==> config.mk <==
export PLATFORM = sky130hd
export DESIGN_NAME = camera_frame_bundler_imu_gate
export DESIGN_NICKNAME = d
export VERILOG_FILES = /design/src/sv/cfb_pkg.sv /design/src/sv/camera_frame_bundler_imu_gate.sv /design/src/sv/cfb_ctrl.sv /design/src/sv/cfb_dp.sv
export SDC_FILE = /design/constraint.sdc
export NUM_CORES = 2
export LEC_CHECK = 0
export BUFFER_PORTS_ARGS = -buffer_cell sky130_fd_sc_hd__buf_4
export CORE_MARGIN = 4
export CORE_UTILIZATION = 62
export CTS_CLUSTER_SIZE = 28
export DETAILED_ROUTE_END_ITERATION = 16
export GPL_ROUTABILITY_DRIVEN = 0
export GPL_TIMING_DRIVEN = 1
export PLACE_DENSITY = 0.79
export SLEW_MARGIN = 15
export SYNTH_ARGS = -nofsm -noshare
export SYNTH_HDL_FRONTEND = slang
export SYNTH_SLANG_ARGS = --single-unit
export TNS_END_PERCENT = 20
==> constraint.sdc <==
create_clock -name clk_i -period 11.4 [get_ports clk_i]
set_input_delay 2.85 -clock clk_i [delete_from_list [all_inputs] [get_ports clk_i]]
set_output_delay 2.85 -clock clk_i [all_outputs]
set_load 0.01 [all_outputs]
==> src/sv/cfb_pkg.sv <==
// ----------------------------------------------------------------------------
// cfb_pkg
// shared types and constants of the camera frame bundler with imu gate
// ----------------------------------------------------------------------------
package cfb_pkg;

  localparam int unsigned MaxCameras = 4;
  localparam int unsigned SlotCount  = 8;
  localparam int unsigned MaxImus    = 4;

  localparam int unsigned StampW  = 63;
  localparam int unsigned HandleW = 32;
  localparam int unsigned SlotW   = $clog2(SlotCount);
  localparam int unsigned CamW    = 2;
  localparam int unsigned ImuW    = 2;
  localparam int unsigned CntW    = $clog2(SlotCount + 1);

  localparam int unsigned InDataW  = 232;
  localparam int unsigned OutDataW = 224;

  localparam logic [31:0] TolReset = 32'd2000000;

  typedef enum logic [1:0] {
    CFG_CAMERA_COUNT = 2'd0,
    CFG_IMU_COUNT    = 2'd1,
    CFG_SKIP_COUNT   = 2'd2,
    CFG_TOLERANCE    = 2'd3
  } cfg_idx_e;

  typedef enum logic [3:0] {
    ST_IDLE,
    ST_DECODE,
    ST_ALLOC,
    ST_STORE,
    ST_COUNT,
    ST_CHECK,
    ST_GATHER,
    ST_FILL,
    ST_GATE,
    ST_EMIT,
    ST_FREE
  } state_e;

  typedef struct packed {
    logic load;
    logic idx_clr;
    logic alloc_step;
    logic store;
    logic count_step;
    logic gather_step;
    logic set_pending;
    logic clr_pending;
    logic imu_write;
    logic skip_inc;
    logic emit_clr;
    logic emit;
    logic free_step;
    logic release_done;
  } cmd_t;

  typedef struct packed {
    logic is_frame;
    logic skip_active;
    logic cam_bad;
    logic cc_bad;
    logic idx_last;
    logic count_ok;
    logic filled_ok;
    logic pending;
    logic gate_ok;
    logic out_free;
    logic emit_last;
  } sts_t;

endpackage

==> src/sv/camera_frame_bundler_imu_gate.sv <==
// ----------------------------------------------------------------------------
// camera_frame_bundler_imu_gate
// groups camera frames into time-aligned bundles released under imu coverage
// ----------------------------------------------------------------------------
// One request is taken at a time. A frame makes up to three passes over the 8 slots,
// one slot a cycle, on one stamp subtractor and comparator; a released bundle
// then sends its members one by one and makes one more pass to free its slots.
// Results leave through an output register, so a new request is taken while
// the last result still waits.
module camera_frame_bundler_imu_gate (
  input  logic                         clk_i,
  input  logic                         rst_ni,
  input  logic                         s_axis_tvalid,
  output logic                         s_axis_tready,
  // stamp, camera_index, frame_handle, imu_index, imu_oldest_stamp,
  // imu_newest_stamp, imu_has_data, zero pad
  input  logic [cfb_pkg::InDataW-1:0]  s_axis_tdata,
  // opcode
  input  logic                         s_axis_tuser,
  output logic                         m_axis_tvalid,
  input  logic                         m_axis_tready,
  // out_camera, out_frame_stamp, out_handle, window_start, window_end, from_oldest
  output logic [cfb_pkg::OutDataW-1:0] m_axis_tdata,
  output logic                         m_axis_tlast,
  input  logic                         cfg_valid_i,
  output logic                         cfg_ready_o,
  input  logic [1:0]                   cfg_index_i,
  input  logic [31:0]                  cfg_data_i
);
  import cfb_pkg::*;

  cmd_t   cmd;
  sts_t   sts;
  state_e state;
  logic   in_accept;

  assign in_accept   = s_axis_tvalid && s_axis_tready;
  assign cfg_ready_o = 1'b1;

  cfb_ctrl u_ctrl (
    .clk_i       (clk_i),
    .rst_ni      (rst_ni),
    .in_accept_i (in_accept),
    .in_ready_o  (s_axis_tready),
    .sts_i       (sts),
    .cmd_o       (cmd),
    .state_o     (state)
  );

  cfb_dp u_dp (
    .clk_i       (clk_i),
    .rst_ni      (rst_ni),
    .cmd_i       (cmd),
    .sts_o       (sts),
    .in_op_i     (s_axis_tuser),
    .in_data_i   (s_axis_tdata),
    .cfg_we_i    (cfg_valid_i),
    .cfg_index_i (cfg_index_i),
    .cfg_data_i  (cfg_data_i),
    .out_valid_o (m_axis_tvalid),
    .out_ready_i (m_axis_tready),
    .out_data_o  (m_axis_tdata),
    .out_last_o  (m_axis_tlast)
  );

`ifndef ASSERT_OFF
  a_busy_no_take: assert property (@(posedge clk_i) disable iff (!rst_ni)
    state != ST_IDLE |-> !s_axis_tready) else $error("request taken while busy");
  a_take_decode: assert property (@(posedge clk_i) disable iff (!rst_ni)
    in_accept |=> state == ST_DECODE) else $error("request not decoded");
  a_emit_from_gate: assert property (@(posedge clk_i) disable iff (!rst_ni)
    $rose(state == ST_EMIT) |-> $past(state) == ST_GATE) else $error("bad release entry");
`endif

endmodule

==> src/sv/cfb_ctrl.sv <==
// ----------------------------------------------------------------------------
// cfb_ctrl
// sequencer for slot allocation, bundle matching, gating and release
// ----------------------------------------------------------------------------
module cfb_ctrl (
  input  logic            clk_i,
  input  logic            rst_ni,
  input  logic            in_accept_i,
  output logic            in_ready_o,
  input  cfb_pkg::sts_t   sts_i,
  output cfb_pkg::cmd_t   cmd_o,
  output cfb_pkg::state_e state_o
);
  import cfb_pkg::*;

  state_e state_q, state_d;

  always_ff @(posedge clk_i or negedge rst_ni) begin
    if (!rst_ni) begin
      state_q <= ST_IDLE;
    end else begin
      state_q <= state_d;
    end
  end

  always_comb begin
    state_d = state_q;
    case (state_q)
      ST_IDLE:   if (in_accept_i) state_d = ST_DECODE;
      ST_DECODE: begin
        if (!sts_i.is_frame) state_d = ST_GATE;
        else if (sts_i.skip_active || sts_i.cam_bad) state_d = ST_IDLE;
        else state_d = ST_ALLOC;
      end
      ST_ALLOC:  if (sts_i.idx_last) state_d = ST_STORE;
      ST_STORE:  state_d = sts_i.cc_bad ? ST_IDLE : ST_COUNT;
      ST_COUNT:  if (sts_i.idx_last) state_d = ST_CHECK;
      ST_CHECK:  state_d = sts_i.count_ok ? ST_GATHER : ST_IDLE;
      ST_GATHER: if (sts_i.idx_last) state_d = ST_FILL;
      ST_FILL:   state_d = sts_i.filled_ok ? ST_GATE : ST_IDLE;
      ST_GATE:   state_d = (sts_i.pending && sts_i.gate_ok) ? ST_EMIT : ST_IDLE;
      ST_EMIT:   if (sts_i.out_free && sts_i.emit_last) state_d = ST_FREE;
      ST_FREE:   if (sts_i.idx_last) state_d = ST_IDLE;
      default:   state_d = ST_IDLE;
    endcase
  end

  always_comb begin
    cmd_o      = '0;
    in_ready_o = 1'b0;
    case (state_q)
      ST_IDLE: begin
        in_ready_o = 1'b1;
        cmd_o.load = in_accept_i;
      end
      ST_DECODE: begin
        cmd_o.imu_write = !sts_i.is_frame;
        cmd_o.skip_inc  = sts_i.is_frame && sts_i.skip_active;
        cmd_o.idx_clr   = 1'b1;
      end
      ST_ALLOC:  cmd_o.alloc_step = 1'b1;
      ST_STORE: begin
        cmd_o.store   = 1'b1;
        cmd_o.idx_clr = 1'b1;
      end
      ST_COUNT:  cmd_o.count_step = 1'b1;
      ST_CHECK:  cmd_o.idx_clr = 1'b1;
      ST_GATHER: cmd_o.gather_step = 1'b1;
      ST_FILL: begin
        cmd_o.set_pending = sts_i.filled_ok;
        cmd_o.clr_pending = !sts_i.filled_ok;
      end
      ST_GATE:   cmd_o.emit_clr = 1'b1;
      ST_EMIT: begin
        cmd_o.emit    = sts_i.out_free;
        cmd_o.idx_clr = 1'b1;
      end
      ST_FREE: begin
        cmd_o.free_step    = 1'b1;
        cmd_o.release_done = sts_i.idx_last;
      end
      default: cmd_o = '0;
    endcase
  end

  assign state_o = state_q;

endmodule

==> src/sv/cfb_dp.sv <==
// ----------------------------------------------------------------------------
// cfb_dp
// slot store, bundle members, imu status, configuration and output register
// ----------------------------------------------------------------------------
module cfb_dp (
  input  logic                         clk_i,
  input  logic                         rst_ni,
  input  cfb_pkg::cmd_t                cmd_i,
  output cfb_pkg::sts_t                sts_o,
  input  logic                         in_op_i,
  input  logic [cfb_pkg::InDataW-1:0]  in_data_i,
  input  logic                         cfg_we_i,
  input  logic [1:0]                   cfg_index_i,
  input  logic [31:0]                  cfg_data_i,
  output logic                         out_valid_o,
  input  logic                         out_ready_i,
  output logic [cfb_pkg::OutDataW-1:0] out_data_o,
  output logic                         out_last_o
);
  import cfb_pkg::*;

  logic [2:0]  cam_cnt_q, imu_cnt_q;
  logic [15:0] skip_cnt_q, skipped_q;
  logic [31:0] tol_q;

  logic              op_q;
  logic [StampW-1:0] stamp_q, old_in_q, new_in_q;
  logic [CamW-1:0]   cam_q;
  logic [HandleW-1:0] handle_q;
  logic [ImuW-1:0]   imu_idx_q;
  logic              has_q;

  logic [SlotCount-1:0] slot_valid_q;
  logic [StampW-1:0]    slot_stamp_q [SlotCount];
  logic [CamW-1:0]      slot_cam_q   [SlotCount];
  logic [HandleW-1:0]   slot_handle_q[SlotCount];

  logic [SlotW-1:0]  idx_q;
  logic              found_q;
  logic [SlotW-1:0]  free_q, best_idx_q;
  logic [StampW-1:0] best_q;
  logic [CntW-1:0]   count_q;
  logic [MaxCameras-1:0] filled_q;

  logic              pending_q;
  logic [StampW-1:0] mem_stamp_q [MaxCameras];
  logic [HandleW-1:0] mem_handle_q[MaxCameras];
  logic              prior_valid_q;
  logic [StampW-1:0] prior_stamp_q;

  logic [MaxImus-1:0] imu_valid_q;
  logic [StampW-1:0]  imu_old_q[MaxImus];
  logic [StampW-1:0]  imu_new_q[MaxImus];

  logic [CamW-1:0] emit_idx_q;
  logic            out_valid_q;
  logic [OutDataW-1:0] out_data_q;
  logic            out_last_q;

  logic [2:0]        imu_lim;
  logic [StampW-1:0] ref_stamp, diff;
  logic              near;
  logic              cur_valid;
  logic [SlotW-1:0]  sel_slot;
  logic              any_data, any_before, any_after, filled_ok;

  always_comb begin
    imu_lim   = (imu_cnt_q > 3'(MaxImus)) ? 3'(MaxImus) : imu_cnt_q;
    ref_stamp = cmd_i.free_step ? mem_stamp_q[0] : stamp_q;
    diff      = (ref_stamp > slot_stamp_q[idx_q]) ? ref_stamp - slot_stamp_q[idx_q]
                                                  : slot_stamp_q[idx_q] - ref_stamp;
    near      = diff < {31'd0, tol_q};
    cur_valid = slot_valid_q[idx_q];
    sel_slot  = found_q ? free_q : best_idx_q;
    any_data   = 1'b0;
    any_before = 1'b0;
    any_after  = 1'b0;
    for (int i = 0; i < MaxImus; i++) begin
      if (3'(i) < imu_lim) begin
        if (imu_valid_q[i]) any_data = 1'b1;
        if (imu_old_q[i] < mem_stamp_q[0]) any_before = 1'b1;
        if (imu_new_q[i] > mem_stamp_q[0]) any_after = 1'b1;
      end
    end
    filled_ok = 1'b1;
    for (int k = 0; k < MaxCameras; k++) begin
      if (3'(k) < cam_cnt_q && !filled_q[k]) filled_ok = 1'b0;
    end
  end

  assign sts_o.is_frame    = !op_q;
  assign sts_o.skip_active = skipped_q < skip_cnt_q;
  assign sts_o.cam_bad     = {1'b0, cam_q} >= cam_cnt_q;
  assign sts_o.cc_bad      = (cam_cnt_q == 3'd0) || (cam_cnt_q > 3'(MaxCameras));
  assign sts_o.idx_last    = idx_q == SlotW'(SlotCount - 1);
  assign sts_o.count_ok    = count_q == CntW'(cam_cnt_q);
  assign sts_o.filled_ok   = filled_ok;
  assign sts_o.pending     = pending_q;
  assign sts_o.gate_ok     = (imu_lim == 3'd0) || (any_data && any_before && any_after);
  assign sts_o.out_free    = !out_valid_q || out_ready_i;
  assign sts_o.emit_last   = ({1'b0, emit_idx_q} + 3'd1) == cam_cnt_q;

  // configuration and control state
  always_ff @(posedge clk_i or negedge rst_ni) begin
    if (!rst_ni) begin
      cam_cnt_q     <= 3'd1;
      imu_cnt_q     <= 3'd0;
      skip_cnt_q    <= '0;
      tol_q         <= TolReset;
      skipped_q     <= '0;
      slot_valid_q  <= '0;
      pending_q     <= 1'b0;
      prior_valid_q <= 1'b0;
      prior_stamp_q <= '0;
      imu_valid_q   <= '0;
      out_valid_q   <= 1'b0;
      op_q          <= 1'b0;
      idx_q         <= '0;
      emit_idx_q    <= '0;
      for (int i = 0; i < MaxImus; i++) begin
        imu_old_q[i] <= '0;
        imu_new_q[i] <= '0;
      end
    end else begin
      if (cfg_we_i) begin
        case (cfg_idx_e'(cfg_index_i))
          CFG_CAMERA_COUNT: cam_cnt_q  <= cfg_data_i[2:0];
          CFG_IMU_COUNT:    imu_cnt_q  <= cfg_data_i[2:0];
          CFG_SKIP_COUNT:   skip_cnt_q <= cfg_data_i[15:0];
          CFG_TOLERANCE:    tol_q      <= cfg_data_i;
          default:          ;
        endcase
      end
      if (cmd_i.load) op_q <= in_op_i;
      if (cmd_i.skip_inc && cam_q == '0) skipped_q <= skipped_q + 16'd1;
      if (cmd_i.imu_write && {1'b0, imu_idx_q} < imu_lim) begin
        imu_valid_q[imu_idx_q] <= has_q;
        imu_old_q[imu_idx_q]   <= old_in_q;
        imu_new_q[imu_idx_q]   <= new_in_q;
      end
      if (cmd_i.idx_clr) idx_q <= '0;
      else if (cmd_i.alloc_step || cmd_i.count_step || cmd_i.gather_step || cmd_i.free_step)
        idx_q <= idx_q + SlotW'(1);
      if (cmd_i.store) slot_valid_q[sel_slot] <= 1'b1;
      if (cmd_i.free_step && cur_valid && near) slot_valid_q[idx_q] <= 1'b0;
      if (cmd_i.set_pending) pending_q <= 1'b1;
      if (cmd_i.clr_pending) pending_q <= 1'b0;
      if (cmd_i.release_done) begin
        pending_q     <= 1'b0;
        prior_valid_q <= 1'b1;
        prior_stamp_q <= mem_stamp_q[0];
      end
      if (cmd_i.emit_clr) emit_idx_q <= '0;
      else if (cmd_i.emit) emit_idx_q <= emit_idx_q + CamW'(1);
      if (cmd_i.emit) out_valid_q <= 1'b1;
      else if (out_ready_i) out_valid_q <= 1'b0;
    end
  end

  // payload
  always_ff @(posedge clk_i) begin
    if (cmd_i.load) begin
      stamp_q   <= in_data_i[62:0];
      cam_q     <= in_data_i[64:63];
      handle_q  <= in_data_i[96:65];
      imu_idx_q <= in_data_i[98:97];
      old_in_q  <= in_data_i[161:99];
      new_in_q  <= in_data_i[224:162];
      has_q     <= in_data_i[225];
    end
    if (cmd_i.alloc_step) begin
      if (idx_q == '0) begin
        found_q    <= !cur_valid;
        free_q     <= '0;
        best_q     <= slot_stamp_q[idx_q];
        best_idx_q <= '0;
      end else begin
        if (!cur_valid && !found_q) begin
          found_q <= 1'b1;
          free_q  <= idx_q;
        end
        if (slot_stamp_q[idx_q] < best_q) begin
          best_q     <= slot_stamp_q[idx_q];
          best_idx_q <= idx_q;
        end
      end
    end
    if (cmd_i.store) begin
      slot_stamp_q[sel_slot]  <= stamp_q;
      slot_cam_q[sel_slot]    <= cam_q;
      slot_handle_q[sel_slot] <= handle_q;
    end
    if (cmd_i.idx_clr) begin
      count_q  <= '0;
      filled_q <= '0;
    end
    if (cmd_i.count_step && cur_valid && near) count_q <= count_q + CntW'(1);
    if (cmd_i.gather_step && cur_valid && near
        && {1'b0, slot_cam_q[idx_q]} < cam_cnt_q) begin
      mem_stamp_q[slot_cam_q[idx_q]]  <= slot_stamp_q[idx_q];
      mem_handle_q[slot_cam_q[idx_q]] <= slot_handle_q[idx_q];
      filled_q[slot_cam_q[idx_q]]     <= 1'b1;
    end
    if (cmd_i.emit) begin
      out_data_q <= {!prior_valid_q, mem_stamp_q[0],
                     prior_valid_q ? prior_stamp_q : {StampW{1'b0}},
                     mem_handle_q[emit_idx_q], mem_stamp_q[emit_idx_q], emit_idx_q};
      out_last_q <= ({1'b0, emit_idx_q} + 3'd1) == cam_cnt_q;
    end
  end

  assign out_valid_o = out_valid_q;
  assign out_data_o  = out_data_q;
  assign out_last_o  = out_last_q;

endmodule

# Word level (Yosys, flattened, before mapping)
# Memories as Yosys holds them, arrays and structs flattened. A register that Yosys moved wholly into a read port is not among the register bits.
# Index checks and enable logic that the tools add are counted.
# word_totals
reg_bits,1191
ram_bits,1156
inputBits,272
out_inout_bits,228
wordCells,273
mem_count,5
# op_classes
n_addsub,7
order_cmp,35
n_eq_ne,22
n_mux,97
n_bitwise,5
n_reduce_logical,63
# mem_list
memory,words,width,read_ports,rd_clocked_by_memory_dff,write_ports,line,rtl
u_dp.slot_stamp_q,8,63,1,0,1,cfb_dp.sv:34,logic [StampW-1:0] slot_stamp_q [SlotCount];
u_dp.slot_handle_q,8,32,1,0,1,cfb_dp.sv:36,logic [HandleW-1:0] slot_handle_q[SlotCount];
u_dp.mem_stamp_q,4,63,2,1,1,cfb_dp.sv:46,logic [StampW-1:0] mem_stamp_q [MaxCameras];
u_dp.mem_handle_q,4,32,1,1,1,cfb_dp.sv:47,logic [HandleW-1:0] mem_handle_q[MaxCameras];
u_dp.slot_cam_q,8,2,1,0,1,cfb_dp.sv:35,logic [CamW-1:0] slot_cam_q [SlotCount];
# ops
cell,n
bitwise mux 252 bit,2
> comparator 63 bit,5
< comparator 63 bit,5
2-to-1 mux 63 bit,5
demux 63 bit (select 2 bit),1
subtractor 63 bit,2
< comparator 63 x 32 -> 1 bit,1
2-to-1 mux 1 bit,53
2-to-1 mux 4 bit,13
one-hot mux 4 bit (11 select lines),1
logical AND 1 bit,25
2-to-1 mux 3 bit,8
"adder 16 x 1 -> 16 bit, second input constant",1
"equality test 4 x 3 -> 1 bit, second input constant",4
< comparator 16 bit,1
2-to-1 mux 8 bit,2
"equality test 4 bit, second input constant",3
"< comparator 1 x 3 -> 1 bit, first input constant",4
"< comparator 2 x 3 -> 1 bit, first input constant",4
2-to-1 mux 2 bit,6
"!= test 2 x 1 -> 1 bit, second input constant",6
AND reduction 2 bit,6
nonzero test 2 bit,6
logical NOT 1 bit,10
other kinds (36),55

# Longest topological paths before layout
# logic_depth
ltp_word,16
depth_mapped,38
ltp_nobuf,29

# Cells and area by module
# From an unflattened synthesis, not the netlist that was laid out.
# hier_totals
hier_cells,7222
hier_area_um2,106015.4
# by_module_without_submodules
module,instances,cells_each,area_per_inst_um2,seq_area_each_um2
cfb_dp,1,7152,105538.7,67034.3
cfb_ctrl,1,67,459.2,100.1
camera_frame_bundler_imu_gate,1,3,17.5,0.0

# Worst setup path after synthesis
# Ideal clock, no wire load.
# synth_path
path_kind,reg2reg
start,reg u_dp.idx_q[0]
end,"mem u_dp.mem_handle_q[0][0], enable pin"
setup_ps,465
arrival_time_ps,9295
required_ps,10935
slack_ps,1640
stages_incl_launch_ff,35
cell_sequence,dfrtp_1 -> clkbuf_1 -> inv_1 -> nor3_1 -> clkbuf_1 -> buf_1 -> a22oi_1 -> and4_1 -> ha_1 -> buf_2 -> a21oi_1 -> o21ai_0 -> a221oi_2 -> o21ai_1 -> or2_1 -> o21ai_1 -> clkbuf_1 -> clkbuf_1 -> clkbuf_1 -> a21oi_1 -> xnor2_1 -> ha_1 -> a211o_1 -> a21oi_1 -> o211ai_1 -> a221oi_1 -> nor3_1 -> nor4_1 -> nor2_1 -> nand4b_1 -> nor4b_1 -> and3_1 -> buf_6 -> buf_8 -> and3_1
# synth_via
elab_chain_cells,8
elab_cells_between_ends,15
classes_between,add/sub (2); order compare (3); mux (5); reduce/logical (3); memory (2)
# synth_lines
item,line,rtl
start: declaration,cfb_dp.sv:38,logic [SlotW-1:0] idx_q;
start signal: assignment,cfb_dp.sv:143,idx_q <= idx_q + SlotW'(1);
memory read (8 x 63 bit),-,
subtractor 63 bit (tied with other cells),cfb_dp.sv:71,: slot_stamp_q[idx_q] - ref_stamp;
2-to-1 mux 63 bit,cfb_dp.sv:70,diff = (ref_stamp > slot_stamp_q[idx_q]) ? ref_stamp - slot_stamp_q[idx_q]
< comparator 63 x 32 -> 1 bit,cfb_dp.sv:72,"near = diff < {31'd0, tol_q};"
logical AND 1 bit,cfb_dp.sv:198,if (cmd_i.gather_step && cur_valid && near
logical AND 1 bit,cfb_dp.sv:199,"&& {1'b0, slot_cam_q[idx_q]} < cam_cnt_q) begin"
2-to-1 mux 1 bit,cfb_dp.sv:198,
2-to-1 mux 1 bit (not written as such),cfb_dp.sv:201,mem_handle_q[slot_cam_q[idx_q]] <= slot_handle_q[idx_q];
end: declaration,cfb_dp.sv:47,
# Parallel ways exist; a longest one is shown, timed or not. The select of a mux whose other input is x is not followed.

# Final worst setup path
# layout_path
start,reg u_dp.idx_q[0]
end,"mem u_dp.mem_stamp_q[3][3], enable pin"
# layout_via
elab_chain_cells,8
elab_cells_between_ends,15
classes_between,add/sub (2); order compare (3); mux (5); reduce/logical (3); memory (2)
# layout_lines
item,line,rtl
memory read (8 x 63 bit),-,
subtractor 63 bit (tied with other cells),cfb_dp.sv:71,
2-to-1 mux 63 bit,cfb_dp.sv:70,
< comparator 63 x 32 -> 1 bit,cfb_dp.sv:72,
logical AND 1 bit,cfb_dp.sv:198,
logical AND 1 bit,cfb_dp.sv:199,
2-to-1 mux 1 bit,cfb_dp.sv:198,
2-to-1 mux 1 bit (not written as such),cfb_dp.sv:200,mem_stamp_q[slot_cam_q[idx_q]] <= slot_stamp_q[idx_q];
end: declaration,cfb_dp.sv:46,
# Parallel ways exist; a longest one is shown, timed or not. The select of a mux whose other input is x is not followed.

==> run_results.csv <==
group,metric,value,unit
final_layout,fin_util,70.8,%
routing,drtAntennaViolNets,0,
floorplanning,fp.dieArea,176000,um2
final_layout,post-route-cell-area,119000,um2
routing,wire_per_inst,28.8,um
routing,vias,66800,
routing,viasPerCell,6.63,
synth,synth.area.top_cells,"edfxtp_1, dfrtp_1, ha_1, mux2_2, a22oi_1",
sta,max_freq,93.8,MHz
synth,synth_top_area_share,48.1,%
clocking,clkLatencyLatePin,0.91,ns
final_layout,layout.nets,8687,
global_routing,grt_pass1_vias,67100,
run,maxCapViolCount,0,
synth,synthArstFlopShare,28.2,%
final_layout,seq_area,67100,um2
critical_path,critPathMaxStageDelay,0.79,ns
routing,drc,0,
global_routing,grt_max_degree,173,
clocking,cts_root_buf,"clkbuf_16",
critical_path,startpoint_type,"register",
clocking,clock_path_buffers,3,
pwr,cellPowerDensity,249,nW/um2
placement,place_area,111000,um2
critical_path,arrival,11.20,ns
synth,synth-seq-cells,2347,
sta,setup_tns,0,ns
sta,slew_violations,0,
global_routing,grt_remaining_overflow,0,
critical_path,required,11.94,ns
synth,syn-cell-area,105000,um2
sta,rsz0062_at_grt,"no",
floorplanning,die_w,419,um
hold_path,hold_class,"reg2reg",
sta,finalHoldViolCount,0,
placement,dpl.hpwl,193000,um
critical_path,crit_slowest_cell,"and3_4",
pwr,leakage,47.6,nW
final_layout,multi_input_area,35600,um2
floorplanning,core_area,168000,um2
sta,fin_crit_sh,93.5,%
pwr,vdd_ir_drop_max,0.000205,V
final_layout,layout-drive-gt1-share,21.5,%
clocking,cts_sinks,2347,
routing,routed_wl,290000,um
global_routing,grt_pass1_wl,423000,um
floorplanning,placement_rows,150,
clocking,cts_max_level,4,
clocking,postCtsSetupBuffers,0,
floorplanning,ioPinCount,500,
synth,synth_nets,8161,
global_routing,grt_usage,32.6,%
routing,first_pass_iters,10,
sta,timing.max_slew.rel_slack,17.4,%
final_layout,final_cell_mix,"edfxtp_1, ha_1, dfrtp_1, mux2_2, buf_4",
sta,period_minus_slack,10.66,ns
floorplanning,start_util,62.6,%
clocking,post_cts_resized,0,
run_status,status,"completed",
synth,ys_seq_area_share,64.0,%
synth,synth_largest_area_cell,"edfxtp_1",
clocking,path_clk_slew,0.07,ns
synth,syn_area_per_cell,14.7,um2
sta,clock_skew,0.0793,ns
final_layout,fill_cells,10600,
synth,synth_edf_count,1681,
placement,dp_slack,1.45,ns
synth,synth_warnings,0,
sta,setup_viol,0,
final_layout,area_growth,13.1,%
clocking,ctsHoldBuffers,0,
critical_path,critical_path.max_fanout,43,
floorplanning,die_h,419,um
clocking,numCtsBuffers,224,
critical_path,critPathMostFrequentCell,"a21oi_1",
critical_path,worstSetupPathType,"reg2reg",
synth,synthFlopType,"edfxtp_1",
sta,setup_ws,0.736,ns
routing,drt_iter0_drc,8704,
placement,port_buffers,492,
synth,syn_inst,7144,
clocking,cts_tree,"built",
final_layout,mostFrequentLayoutCell,"edfxtp_1",
sta,worst_pin_slew,1.21,ns
global_routing,antenna_found_initial,18,
synth,synth_cell_types,94,
critical_path,end_kind,"register",
[synthesized netlist by cell type (all sizes together), types with 6 or more instances]
cell,number
dfstp,8
nand3b,7
nand2,241
o21ai,318
or3,7
xor2,40
nand4,189
o211ai,26
a31oi,15
nor2,170
mux4,96
ha,743
buf,80
a211oi,30
o221ai,8
a211o,7
a221oi,20
o21a,23
a21oi,353
a21boi,9
o2111ai,6
nand2b,50
or2,6
nand3,52
and4,77
o31ai,9
xnor2,37
edfxtp,1681
a22oi,394
inv,344
mux2,626
clkbuf,189
nor4,24
and3,22
nor2b,60
nor3,64
mux2i,21
a21o,255
a41oi,10
dfrtp,654
o22ai,10
o21bai,11
and2,75
a221o,7
[power by group]
group,switching [W],internal [W]
Combinational,0.00574,0.00398
Clock,0.00326,0.00427
Sequential,0.00124,0.0111
Total,0.0102,0.0194
[critical path, delay by kind of cell, from the launching register on]
family,cells,cell delay [ns]
AOI/OAI and AO/OA,11,2.87
DFF,1,0.54
buffers and inverters,4,1.50
xor gates and xnor gates,1,0.21
adders and majority gates,2,0.77
and+or+nand+nor,12,4.25
[worst paths after layout]
check / from / endpoint / slack [ns] / depth (start not counted)
hold / removal: u_dp.prior_stamp_q[56] / u_dp.prior_stamp_q[56] / 0.47 / 2
setup reg to reg: u_dp.idx_q[0] / u_dp.mem_stamp_q[3][3] / 0.74 / 30
hold reg to reg: u_dp.prior_stamp_q[56] / u_dp.prior_stamp_q[56] / 0.47 / 2
setup / recovery: u_dp.idx_q[0] / u_dp.mem_stamp_q[3][3] / 0.74 / 30
max in group asynchronous: rst_ni / u_dp.tol_q[1] / 7.09 / 3
min in group asynchronous: rst_ni / u_dp.imu_old_q[146] / 1.96 / 1
[cells by family after synthesis]
logic type / synth area share [%]
adder cells (fa/ha/maj): 8.90
AO/OA/AOI/OAI: 9.72
buffers and inverters: 2.30
other: 0.00357
XOR/XNOR: 0.643
multiplexers: 8.98
flip-flops: 64.0
AND/OR/NAND/NOR: 5.46
[metal layers]
layer  global-route usage [%]  vias to the layer above  share of wire, %
met2                     50.7                     3905                46
met4                     18.3                        6               6.3
met5                        0                        -             0.023
met1                     43.1                    33500                38
li1                         -                    28600                 -
met3                     7.10                      852               9.9
[area by class of cell]
| type | instances | area share (%) |
|---|---|---|
| diodes | 11 | 0.0232 |
| clock buffers | 280 | 5.01 |
| clock inverters | 141 | 1.28 |
| inverters | 344 | 1.09 |
| multi-input cells | 4184 | 30.0 |
| flip-flops and latches | 2347 | 56.6 |
| well taps | 2204 | 2.32 |
| repair buffers | 569 | 3.71 |
[sequential cells by signal, summed over array words and instances (netlist names), 32 cells and up]
name                cells
u_dp.mem_stamp_q      252
u_dp.tol_q             32
u_dp.handle_q          32
u_dp.mem_handle_q     128
u_dp.prior_stamp_q     63
u_dp.stamp_q           63
u_dp.imu_old_q        252
u_dp.old_in_q          63
u_dp.slot_stamp_q     504
u_dp.new_in_q          63
u_dp.imu_new_q        252
u_dp.slot_handle_q    256
u_dp.best_q            63
u_dp.out_data_o       224
[stage by stage]
step / hold WS [ns] / cells / total power, W
6_report: 0.471 / 10100 / 0.0296
5_1_grt: 0.490 / 10100 / 0.0310
3_5_place_dp: 0.462 / 9647 / 0.0218
3_3_place_gp: 0.453 / 9647 / 0.0213
4_1_cts: 0.476 / 10100 / 0.0293
2_1_floorplan: 0.442 / 7144 / 0.0186
No activity file was read; power rests on OpenSTA's default activity.
